## config.mk

```make
export PLATFORM = sky130hd
export DESIGN_NAME = free_list_block_allocator_unit
export DESIGN_NICKNAME = d
export VERILOG_FILES = /design/src/hw/rtl/fla_pkg.sv /design/src/hw/rtl/fla_front.sv /design/src/hw/rtl/fla_back.sv /design/src/hw/rtl/free_list_block_allocator_unit.sv
export SDC_FILE = /design/constraint.sdc
export NUM_CORES = 2
export LEC_CHECK = 0
export ABC_AREA = 1
export BUFFER_PORTS_ARGS = -buffer_cell sky130_fd_sc_hd__buf_2
export CAP_MARGIN = 20
export CORE_MARGIN = 2
export CORE_UTILIZATION = 45
export DETAILED_ROUTE_END_ITERATION = 6
export PLACE_DENSITY = 0.62
export SLEW_MARGIN = 15
export SYNTH_ARGS = -nofsm -noshare
export SYNTH_HDL_FRONTEND = slang
export SYNTH_SLANG_ARGS = --single-unit
```

## constraint.sdc

```tcl
create_clock -name clk -period 8.8 [get_ports clk]
set_clock_uncertainty 0.2 [all_clocks]
set_input_delay 0.44 -clock clk [delete_from_list [all_inputs] [get_ports clk]]
set_output_delay 0.44 -clock clk [all_outputs]
set_load 0.005 [all_outputs]
```

## src/hw/rtl/fla_pkg.sv

```systemverilog
`default_nettype none
package fla_pkg;

  localparam int SLOT_COUNT = 128;
  localparam int SLOT_W     = $clog2(SLOT_COUNT);
  localparam int IDX_W      = 8;
  localparam int LINK_W     = 8;
  localparam int BLOCK_W    = 13;
  localparam int OFFSET_W   = 19;
  localparam int PROD_W     = SLOT_W + BLOCK_W;

  localparam logic [LINK_W-1:0]  LINK_END        = '1;
  localparam logic [BLOCK_W-1:0] MIN_BLOCK_BYTES = BLOCK_W'(4);
  localparam logic [BLOCK_W-1:0] BLOCK_RESET     = BLOCK_W'(4);

  typedef enum logic {
    OP_ALLOC = 1'b0,
    OP_FREE  = 1'b1
  } op_t;

  typedef enum logic [1:0] {
    ST_OK    = 2'd0,
    ST_EMPTY = 2'd1,
    ST_RANGE = 2'd2,
    ST_NULL  = 2'd3
  } status_t;

  typedef enum logic [1:0] {
    CMD_ALLOC  = 2'd0,
    CMD_FREE   = 2'd1,
    CMD_REJECT = 2'd2
  } cmd_kind_t;

  typedef enum logic {
    BK_IDLE = 1'b0,
    BK_WAIT = 1'b1
  } bk_state_t;

  typedef struct packed {
    op_t              op;
    logic [IDX_W-1:0] slot_index;
    logic             null_ref;
  } in_item_t;

  typedef struct packed {
    status_t             status;
    logic [SLOT_W-1:0]   granted_index;
    logic [OFFSET_W-1:0] byte_offset;
  } out_item_t;

  typedef struct packed {
    cmd_kind_t         kind;
    status_t           status;
    logic [SLOT_W-1:0] slot;
  } cmd_t;

  typedef struct packed {
    logic busy;
    logic res_push;
    logic cmd_pop;
  } bk_stat_t;

  // link value of a slot that was never written since reset
  function automatic logic [LINK_W-1:0] default_link(input logic [SLOT_W-1:0] s);
    logic [LINK_W-1:0] nxt;
    nxt = LINK_W'(s) + LINK_W'(1);
    return (s == SLOT_W'(SLOT_COUNT - 1)) ? LINK_END : nxt;
  endfunction

endpackage
`default_nettype wire

```

## src/hw/rtl/fla_front.sv

```systemverilog
`default_nettype none
module fla_front (
  input  wire logic            clk,
  input  wire logic            rst_n,
  input  wire logic            in_push,
  input  wire fla_pkg::in_item_t in_item,
  output logic                 in_full,
  output logic                 cmd_valid,
  output fla_pkg::cmd_t        cmd,
  input  wire logic            cmd_pop
);
  import fla_pkg::*;

  cmd_t       cq_r [2];
  logic       cq_wptr_r, cq_rptr_r;
  logic [1:0] cq_cnt_r;
  cmd_t       cls;
  logic       do_push, do_pop;

  // classify: rejects carry their status, so the back end only forwards them
  always_comb begin
    cls.kind   = CMD_ALLOC;
    cls.status = ST_OK;
    cls.slot   = in_item.slot_index[SLOT_W-1:0];
    if (in_item.op == OP_FREE) begin
      if (in_item.null_ref) begin
        cls.kind   = CMD_REJECT;
        cls.status = ST_NULL;
      end else if ({1'b0, in_item.slot_index} >= (IDX_W+1)'(SLOT_COUNT)) begin
        cls.kind   = CMD_REJECT;
        cls.status = ST_RANGE;
      end else begin
        cls.kind = CMD_FREE;
      end
    end
  end

  assign in_full   = (cq_cnt_r == 2'd2);
  assign cmd_valid = (cq_cnt_r != 2'd0);
  assign cmd       = cq_r[cq_rptr_r];
  assign do_push   = in_push && !in_full;
  assign do_pop    = cmd_pop && cmd_valid;

  always_ff @(posedge clk) begin
    if (!rst_n) begin
      cq_wptr_r <= 1'b0;
      cq_rptr_r <= 1'b0;
      cq_cnt_r  <= 2'd0;
    end else begin
      if (do_push) cq_wptr_r <= !cq_wptr_r;
      if (do_pop) cq_rptr_r <= !cq_rptr_r;
      cq_cnt_r <= cq_cnt_r + 2'(do_push) - 2'(do_pop);
    end
  end

  always_ff @(posedge clk) begin
    if (do_push) cq_r[cq_wptr_r] <= cls;
  end

endmodule
`default_nettype wire

```

## src/hw/rtl/fla_back.sv

```systemverilog
`default_nettype none
module fla_back (
  input  wire logic                          clk,
  input  wire logic                          rst_n,
  input  wire logic [fla_pkg::BLOCK_W-1:0]   block_bytes,
  input  wire logic                          cmd_valid,
  input  wire fla_pkg::cmd_t                 cmd,
  output logic                               cmd_pop,
  output logic                               out_empty,
  output fla_pkg::out_item_t                 out_item,
  input  wire logic                          out_pop,
  output fla_pkg::bk_stat_t                  stat
);
  import fla_pkg::*;

  bk_state_t         state_r, state_nxt;
  logic [LINK_W-1:0] head_r, head_nxt;
  logic [LINK_W-1:0] link_mem_r [SLOT_COUNT];
  logic [SLOT_COUNT-1:0] valid_r;
  logic [LINK_W-1:0] rd_data_r;
  logic              rd_valid_r;

  out_item_t         oq_r [2];
  logic              oq_wptr_r, oq_rptr_r;
  logic [1:0]        oq_cnt_r;

  logic              has_space, head_ok;
  logic [SLOT_W-1:0] head_slot;
  logic              mem_we, mem_re, res_push, oq_pop;
  out_item_t         res;
  logic [BLOCK_W-1:0] bs;
  logic [PROD_W-1:0] prod;
  logic [LINK_W-1:0] link;

  assign has_space = (oq_cnt_r != 2'd2);
  assign head_ok   = (head_r < LINK_W'(SLOT_COUNT));
  assign head_slot = head_r[SLOT_W-1:0];
  assign bs        = (block_bytes < MIN_BLOCK_BYTES) ? MIN_BLOCK_BYTES : block_bytes;
  assign prod      = PROD_W'(head_slot) * PROD_W'(bs);
  // unwritten entries fall back to their reset link
  assign link      = rd_valid_r ? rd_data_r : default_link(head_slot);

  always_comb begin
    state_nxt = state_r;
    case (state_r)
      BK_IDLE: begin
        if (cmd_valid && has_space && cmd.kind == CMD_ALLOC && head_ok) state_nxt = BK_WAIT;
      end
      BK_WAIT: state_nxt = BK_IDLE;
      default: state_nxt = BK_IDLE;
    endcase
  end

  always_comb begin
    cmd_pop  = 1'b0;
    mem_we   = 1'b0;
    mem_re   = 1'b0;
    res_push = 1'b0;
    head_nxt = head_r;
    res.status        = ST_OK;
    res.granted_index = '0;
    res.byte_offset   = '0;
    case (state_r)
      BK_IDLE: begin
        if (cmd_valid && has_space) begin
          cmd_pop = 1'b1;
          case (cmd.kind)
            CMD_ALLOC: begin
              if (head_ok) begin
                mem_re = 1'b1;
              end else begin
                res_push   = 1'b1;
                res.status = ST_EMPTY;
              end
            end
            CMD_FREE: begin
              mem_we   = 1'b1;
              head_nxt = LINK_W'(cmd.slot);
              res_push = 1'b1;
            end
            default: begin
              res_push   = 1'b1;
              res.status = cmd.status;
            end
          endcase
        end
      end
      BK_WAIT: begin
        res_push          = 1'b1;
        res.granted_index = head_slot;
        res.byte_offset   = prod[OFFSET_W-1:0];
        head_nxt          = link;
      end
      default: ;
    endcase
  end

  always_ff @(posedge clk) begin
    if (!rst_n) begin
      state_r    <= BK_IDLE;
      head_r     <= '0;
      valid_r    <= '0;
      rd_valid_r <= 1'b0;
    end else begin
      state_r <= state_nxt;
      head_r  <= head_nxt;
      if (mem_we) valid_r[cmd.slot] <= 1'b1;
      if (mem_re) rd_valid_r <= valid_r[head_slot];
    end
  end

  always_ff @(posedge clk) begin
    if (mem_we) link_mem_r[cmd.slot] <= head_r;
    if (mem_re) rd_data_r <= link_mem_r[head_slot];
  end

  // result queue
  assign out_empty = (oq_cnt_r == 2'd0);
  assign out_item  = oq_r[oq_rptr_r];
  assign oq_pop    = out_pop && !out_empty;

  always_ff @(posedge clk) begin
    if (!rst_n) begin
      oq_wptr_r <= 1'b0;
      oq_rptr_r <= 1'b0;
      oq_cnt_r  <= 2'd0;
    end else begin
      if (res_push) oq_wptr_r <= !oq_wptr_r;
      if (oq_pop) oq_rptr_r <= !oq_rptr_r;
      oq_cnt_r <= oq_cnt_r + 2'(res_push) - 2'(oq_pop);
    end
  end

  always_ff @(posedge clk) begin
    if (res_push) oq_r[oq_wptr_r] <= res;
  end

  assign stat.busy     = (state_r == BK_WAIT);
  assign stat.res_push = res_push;
  assign stat.cmd_pop  = cmd_pop;

endmodule
`default_nettype wire

```

## src/hw/rtl/free_list_block_allocator_unit.sv

```systemverilog
`default_nettype none
// Free-list slot allocator for a pool of 128 equal-size blocks.
// Input queue port: present an item on in_item with in_push while in_full is
// low. op ALLOC pops the head slot; op FREE pushes slot_index back (null or
// out-of-range frees are rejected with a status and change nothing).
// Result queue port: out_item holds the oldest result while out_empty is low;
// out_pop takes it. Every item yields exactly one result, in order.
// cfg_we/cfg_wdata write the block size (bytes) used to scale byte_offset;
// write it only while no items are in flight.
// Order: a free or rejected command writes its result into the result queue
// when the back end takes it; a successful allocate first reads the next link
// and writes its result from the WAIT state.
// Throughput: frees and rejects 1 item per cycle while results drain; an
// allocate blocks the next command until its next-link read sets the head.
// Reset: head is slot 0, links read as i+1 through per-slot valid bits cleared
// at once (no init pass; last slot: end mark), block size 4. Both queues empty.
// A stalled result side fills a 2-deep result queue, then a 2-deep command
// queue, then raises in_full; nothing is dropped.
module free_list_block_allocator_unit (
  input  wire logic                          clk,
  input  wire logic                          rst_n,
  input  wire logic                          in_push,
  input  wire fla_pkg::in_item_t             in_item,
  output logic                               in_full,
  output logic                               out_empty,
  output fla_pkg::out_item_t                 out_item,
  input  wire logic                          out_pop,
  input  wire logic                          cfg_we,
  input  wire logic [fla_pkg::BLOCK_W-1:0]   cfg_wdata
);
  import fla_pkg::*;

  logic [BLOCK_W-1:0] block_bytes_r;
  logic               cmd_valid, cmd_pop;
  cmd_t               cmd;
  bk_stat_t           bk_stat;

  always_ff @(posedge clk) begin
    if (!rst_n) begin
      block_bytes_r <= BLOCK_RESET;
    end else if (cfg_we) begin
      block_bytes_r <= cfg_wdata;
    end
  end

  fla_front u_front (
    .clk       (clk),
    .rst_n     (rst_n),
    .in_push   (in_push),
    .in_item   (in_item),
    .in_full   (in_full),
    .cmd_valid (cmd_valid),
    .cmd       (cmd),
    .cmd_pop   (cmd_pop)
  );

  fla_back u_back (
    .clk         (clk),
    .rst_n       (rst_n),
    .block_bytes (block_bytes_r),
    .cmd_valid   (cmd_valid),
    .cmd         (cmd),
    .cmd_pop     (cmd_pop),
    .out_empty   (out_empty),
    .out_item    (out_item),
    .out_pop     (out_pop),
    .stat        (bk_stat)
  );

  // no new command while a link read is outstanding
  a_no_pop_busy: assert property (@(posedge clk) disable iff (!rst_n)
    bk_stat.busy |-> !bk_stat.cmd_pop)
    else $error("command taken during link read");

  // busy always drops right after a link read, which produces a result
  a_busy_short: assert property (@(posedge clk) disable iff (!rst_n)
    bk_stat.busy |=> !bk_stat.busy)
    else $error("link read wait exceeded one cycle");

  a_busy_result: assert property (@(posedge clk) disable iff (!rst_n)
    bk_stat.busy |-> bk_stat.res_push)
    else $error("allocate finished without a result");

  // a full command queue always offers work to the back end
  a_full_valid: assert property (@(posedge clk) disable iff (!rst_n)
    in_full |-> cmd_valid)
    else $error("command queue full but empty");

endmodule
`default_nettype wire
```

After elaboration in Yosys (flattened, before gate mapping)
Memory sizes are Yosys's and may differ from the RTL's. A register that Yosys moved wholly into a read port is not among the register bits.
Cells that the tools add are included.
{"block": "op_classes", "add_sub_neg": 5, "multipliers": 1, "magnitude_cmp": 6, "eq_ne": 6, "n_mux": 44, "bitwise": 2, "n_reduce_logical": 17}
{"cell": "OR 128 bit", "n": 1}
{"cell": "two-way mux 8 bit", "n": 4}
{"cell": "two-way mux 1 bit", "n": 26}
{"cell": "two-way mux 26 bit", "n": 1}
{"cell": "multiplier 7 x 13 -> 19 bit", "n": 1}
{"cell": "< comparator 7 x 8 -> 1 bit, second input constant", "n": 2}
{"cell": "one-hot mux 8 bit (2 select lines)", "n": 1}
{"cell": "< comparator 13 x 3 -> 1 bit, second input constant", "n": 1}
{"cell": "two-way mux 13 bit", "n": 1}
{"cell": "adder 7 x 1 -> 8 bit, second input constant", "n": 1}
{"cell": ">= comparator 8 bit, second input constant", "n": 1}
{"cell": "< comparator 8 bit, second input constant", "n": 1}
{"cell": "two-way mux 2 bit", "n": 4}
{"cell": "two-way mux 4 bit", "n": 2}
{"cell": "binary-select mux 1 bit (select 7 bit)", "n": 1}
{"cell": "demux 1 bit (select 7 bit)", "n": 1}
{"cell": "equality test 7 bit, second input constant", "n": 1}
{"cell": ">= comparator 7 x 1 -> 1 bit, second input constant", "n": 1}
{"cell": "logical AND 1 bit", "n": 7}
{"cell": "zero test 1 bit", "n": 6}
{"cell": "adder 2 x 1 -> 2 bit", "n": 2}
{"cell": "zero test 2 bit", "n": 2}
{"cell": "!= test 2 bit, second input constant", "n": 2}
{"cell": "one-hot mux 1 bit (2 select lines)", "n": 2}
{"cell": "other kinds (8)", "n": 9}
{"block": "word_totals", "ff_bits": 159, "mem_bits_rw": 1102, "in_bits": 28, "output_inout_bits": 30, "elab_cells": 95, "n_memories": 3}
{"memory": "u_back.link_mem_r", "words": 128, "word_bits": 8, "read_ports": 1, "rd_clocked_by_memory_dff": 1, "wr": 1, "line": "fla_back.sv:18", "rtl": "logic [LINK_W-1:0] link_mem_r [SLOT_COUNT];"}
{"memory": "u_back.oq_r", "words": 2, "word_bits": 28, "read_ports": 1, "rd_clocked_by_memory_dff": 1, "wr": 1, "line": "fla_back.sv:23", "rtl": "out_item_t oq_r [2];"}
{"memory": "u_front.cq_r", "words": 2, "word_bits": 11, "read_ports": 1, "rd_clocked_by_memory_dff": 1, "wr": 1, "line": "fla_front.sv:14", "rtl": "cmd_t cq_r [2];"}

Logic depth before layout (Yosys ltp)
{"block": "depth", "word_depth": 7, "ltp_mapped": 25, "mapped_depth_nobuf": 23}

Cells and area by module
Synthesis repeated with hierarchy kept, for this count alone.
{"block": "hier_totals", "cells_unflattened": 4746, "area_unflattened_um2": 53725.3}
{"module": "fla_back", "n_inst": 1, "cells_per_inst": 4589, "area_each_um2": 52141.3, "seq_area_each_um2": 35534.1}
{"module": "fla_front", "n_inst": 1, "cells_per_inst": 76, "area_each_um2": 1041.0, "seq_area_each_um2": 700.7}
{"module": "free_list_block_allocator_unit", "n_inst": 1, "cells_per_inst": 81, "area_each_um2": 543.0, "seq_area_each_um2": 260.2}

Worst setup path before layout
No wires, ideal clock.
{"block": "synth_timing", "path_kind": "flip-flop to flip-flop", "start": "register u_back.head_r[2]", "end": "memory u_back.oq_r[0][13] (netlist bit), data pin", "setup_time_ps": 255, "t_arrival_ps": 6435, "required_time_ps": 8345, "path_slack_ps": 1910, "stages_incl_launch_ff": 23, "path_buffers": 4, "period_less_slack_ps": 6890, "cell_sequence": "dfxtp_1 > buf_2 > clkbuf_1 > buf_1 > buf_1 > nand2_1 > inv_1 > fa_1 > fa_1 > fa_1 > inv_1 > fa_1 > inv_1 > ha_1 > nand2_1 > inv_1 > nand3_1 > o221ai_1 > nand2_1 > a31oi_1 > nand2_1 > nand2_1 > nor2_1"}
{"element": "start, declared", "line": "fla_back.sv:17", "rtl": "logic [LINK_W-1:0] head_r, head_nxt;"}
{"element": "start signal, assigned", "line": "fla_back.sv:106", "rtl": "head_r <= head_nxt;"}
{"element": "end, declared", "line": "fla_back.sv:23"}

==> reports/metrics.yaml <==
status: "finished with violations"
violations: "design-rule violations"
layout_setup_ws_ps: 3354
clock_path_buffers: 3
min_to: "u_front.cq_r[1][6]$_DFFE_PP_"
stdcell_area_um2: 60250
max_freq_ghz: 0.1836
path_max_fanout: 70
tightest_slew_ps: 1284
drtAntennaViolNets: 0
p_int_mw: 11.99
coreArea_um2: 119500
via_per_inst: 5.524
wl_per_cell_um: 21.21
grt_pass1_wl_um: 207900
cts-root-buf: "clkbuf_16"
final.min_clock_period_ps: 5446
slowest_stage: "dfxtp_4"
grt_antenna_before_repair: 0
gp_congestion: 0.8639
cts_buffers: 135
worstHoldStart: "in_item[7]"
ys_types: 41
grt_pass1_vias: 33570
drtIter0Drc: 3796
start_util_pct: 45.22
critPathArrivalTime_ps: 5740
ff2ff_setup_slack_ps: 3350
ir_drop_uv: 255.5
grt_max_degree: 206
whs_ps: 213.2
wl_um: 136500
place_area_um2: 55420
ys_async_sr_fraction_pct: 0
dieWidth_um: 350.5
crit_type: "reg -> reg"
die_area_um2: 122900
grtUsageTotal_pct: 22.15
cp-start-kind: "flip-flop"
cp_top_family: "adder cells"
cts_tree: "yes"
drc_errors: 1
io_buffers: 57
rr_endpoint: "u_back.oq_r[1][13]$_DFFE_PP_"
power_density_nw_per_um2: 309.0
layout-drive-gt1-share_pct: 9.078
pre_cts_ws_ps: 3392
hold_depth: 2
finalPower_mw: 18.62
p_seq_share_pct: 40.5
rows: 127
synth_fp_nets: 4862
setup_tns_ps: 0
die_y_um: 350.5
ios: 58
max_stage_delay_ps: 860
leakage_nw: 21.61
antennaDiodeCount: 0
nets: 4841
synth_area_um2: 54030
p_sw_mw: 6.629
cp.required_ps: 9100
clk-insertion-delay-late_ps: 760
vias: 35557
synth-edff-count: 1108
relSlewSlack_pct: 14.41
r2r_start: "u_back.head_r[6]$_SDFFE_PN0P_"
path_clk_slew_ps: 60
rsz0062_at_grt: "no"
pwr-share-comb_pct: 29.2
synth_ff_type: "edfxtp_1"
syn_area_per_cell_um2: 11.40
hold_viol_final: 0
cts_setup_buffers: 0
dr.pass1.iters: 7
grt_overflow: 0
crit_path_end_kind: "flip-flop"
syn_inst: 4740
place_hpwl_um: 75380
drv_cap: 0
h-tree-depth: 4
ys_seq_area_share_pct: 67.54
nFillCells: 10460
switching_share_pct: 35.60
yosysWarnings: 0
clkSinkCount: 1269
finalSetupViolCount: 0
rr_worst_depth: 18
p_clk_share_pct: 30.3
area_delta_synth_final_pct: 11.51
layout_worst_path_cycle_share_pct: 61.89
ys_ff_latch: 1269
crit_chain: "inv_1, nor2_1, fa_1, fa_1, fa_1, inv_1, fa_1, inv_1, ha_1, nand2_1, inv_1, nand3_1, o221ai_1, nand2_1, a31oi_1, nand2_1, nand2_1, nor2_1"
critPathBufInv: 4
slew_violations: 0
hold_class: "in -> reg"
-- through the flow --
step / utilization, % / std cells
final: 50.42 / 6437
after floorplan: - / 4740
after CTS: 50.42 / 6437
after global placement: 46.37 / 6152
after global routing: 50.42 / 6437
after detailed placement: 46.38 / 6153
-- cells in the final DEF (no fill, tap or decap), drive strengths merged --
cell and instances:
edfxtp 1108, nor2 1044, o21ai 691, nand2 437, inv 319, clkbuf 196, dfxtp 161, o22ai 148
nand3 146, o211ai 111, buf 98, a21oi 63, fa 53, ha 41, dlygate4sd3 41, clkinv 37
mux2 29, o21a 19, o221ai 19, nand4 15, a31oi 9, xor2 7, bufinv 7, nor3 7
a221oi 6, xnor2 4, clkinvlp 3, a211oi 2, a32o 1, nor4 1, o21bai 1, a21boi 1
-- logic make-up (layout without fill, tap and decap cells) --
family / Yosys count / count (layout) / share of synthesized area, %
xor+xnor: 11 / 11 / 0.1783
buf+inv: 616 / 701 / 4.738
simple gates: 1650 / 1650 / 12.93
compound gates: 1071 / 1071 / 11.09
fa+ha+maj: 94 / 94 / 2.913
mux: 29 / 29 / 0.6044
flops: 1269 / 1269 / 67.54
-- worst max-delay path by stage --
stage,startpoint,endpoint,cells past startpoint
2_1_floorplan,u_back.head_r[2]$_SDFFE_PN0P_,u_back.oq_r[0][13]$_DFFE_PP_,22
3_3_place_gp,u_back.head_r[6]$_SDFFE_PN0P_,u_back.oq_r[0][13]$_DFFE_PP_,18
3_5_place_dp,u_back.head_r[6]$_SDFFE_PN0P_,u_back.oq_r[0][13]$_DFFE_PP_,18
4_1_cts,u_back.head_r[6]$_SDFFE_PN0P_,u_back.oq_r[0][13]$_DFFE_PP_,18
5_1_grt,u_back.head_r[6]$_SDFFE_PN0P_,u_back.oq_r[0][13]$_DFFE_PP_,18
6_report,u_back.head_r[6]$_SDFFE_PN0P_,u_back.oq_r[1][13]$_DFFE_PP_,18
-- sequential cells by signal (all words and copies together), names as in the netlist, named ones only --
signal and count:
u_back.state_r 1, u_front.cq_wptr_r 1, u_back.valid_r 128, u_front.cq_rptr_r 1, u_back.rd_valid_r 1, u_back.oq_rptr_r 1
u_back.head_r 8, u_front.cq_cnt_r 2, u_back.oq_cnt_r 2, block_bytes_r 13, u_back.link_mem_r 1024, u_back.oq_r 56
u_back.oq_wptr_r 1, u_front.cq_r 20, u_back.rd_data_r 8
-- final cells by class --
class,count,area [um^2],area share (%)
Multi-Input combinational cell,2855,14990,24.88
Clock buffer,196,3948,6.552
Clock inverter,47,473.0,0.7850
Tap cell,1612,2017,3.348
Timing Repair Buffer,139,1085,1.800
Sequential cell,1269,36530,60.62
Inverter,319,1214,2.014
-- power groups by stage --
stage	clock (mW)	combinational (mW)	sequential, mW
3_5_place_dp	0	5.40	7.67
4_1_cts	5.70	5.44	7.55
2_1_floorplan	0	3.38	7.71
5_1_grt	5.94	5.95	7.58
6_report	5.64	5.43	7.55
3_3_place_gp	0	5.35	7.66
-- cell usage after synthesis, types with 18 or more instances --
library cell | n | area share, %
nor2_4 | 52 | 1.1
clkbuf_1 | 162 | 1.1
nor2_1 | 961 | 6.7
o22ai_1 | 148 | 1.7
dfxtp_1 | 161 | 6.0
nand2_1 | 429 | 3.0
buf_2 | 91 | 0.84
nand3_1 | 146 | 1.4
o221ai_1 | 19 | 0.31
inv_1 | 306 | 2.1
a21oi_1 | 63 | 0.58
o21a_1 | 19 | 0.26
mux2_2 | 29 | 0.60
edfxtp_1 | 1108 | 62
ha_1 | 41 | 0.95
o211ai_1 | 111 | 1.5
nor2_2 | 29 | 0.34
o21ai_1 | 49 | 0.45
o21ai_0 | 641 | 5.9
fa_1 | 53 | 2.0
buf_1 | 18 | 0.13
-- routing by layer --
| metal | wire length (um) | global-route usage (%) |
|---|---|---|
| met5 | 0 | 0 |
| met4 | 3386 | 6.595 |
| met3 | 8876 | 3.356 |
| met2 | 63850 | 34.96 |
| met1 | 60390 | 31.76 |
-- repair_timing --
item	CTS	global route
gates resized for setup	0	0
hold buffers	41	0
hold endpoints to repair	63	0
Power figures use the tool's default switching activity.
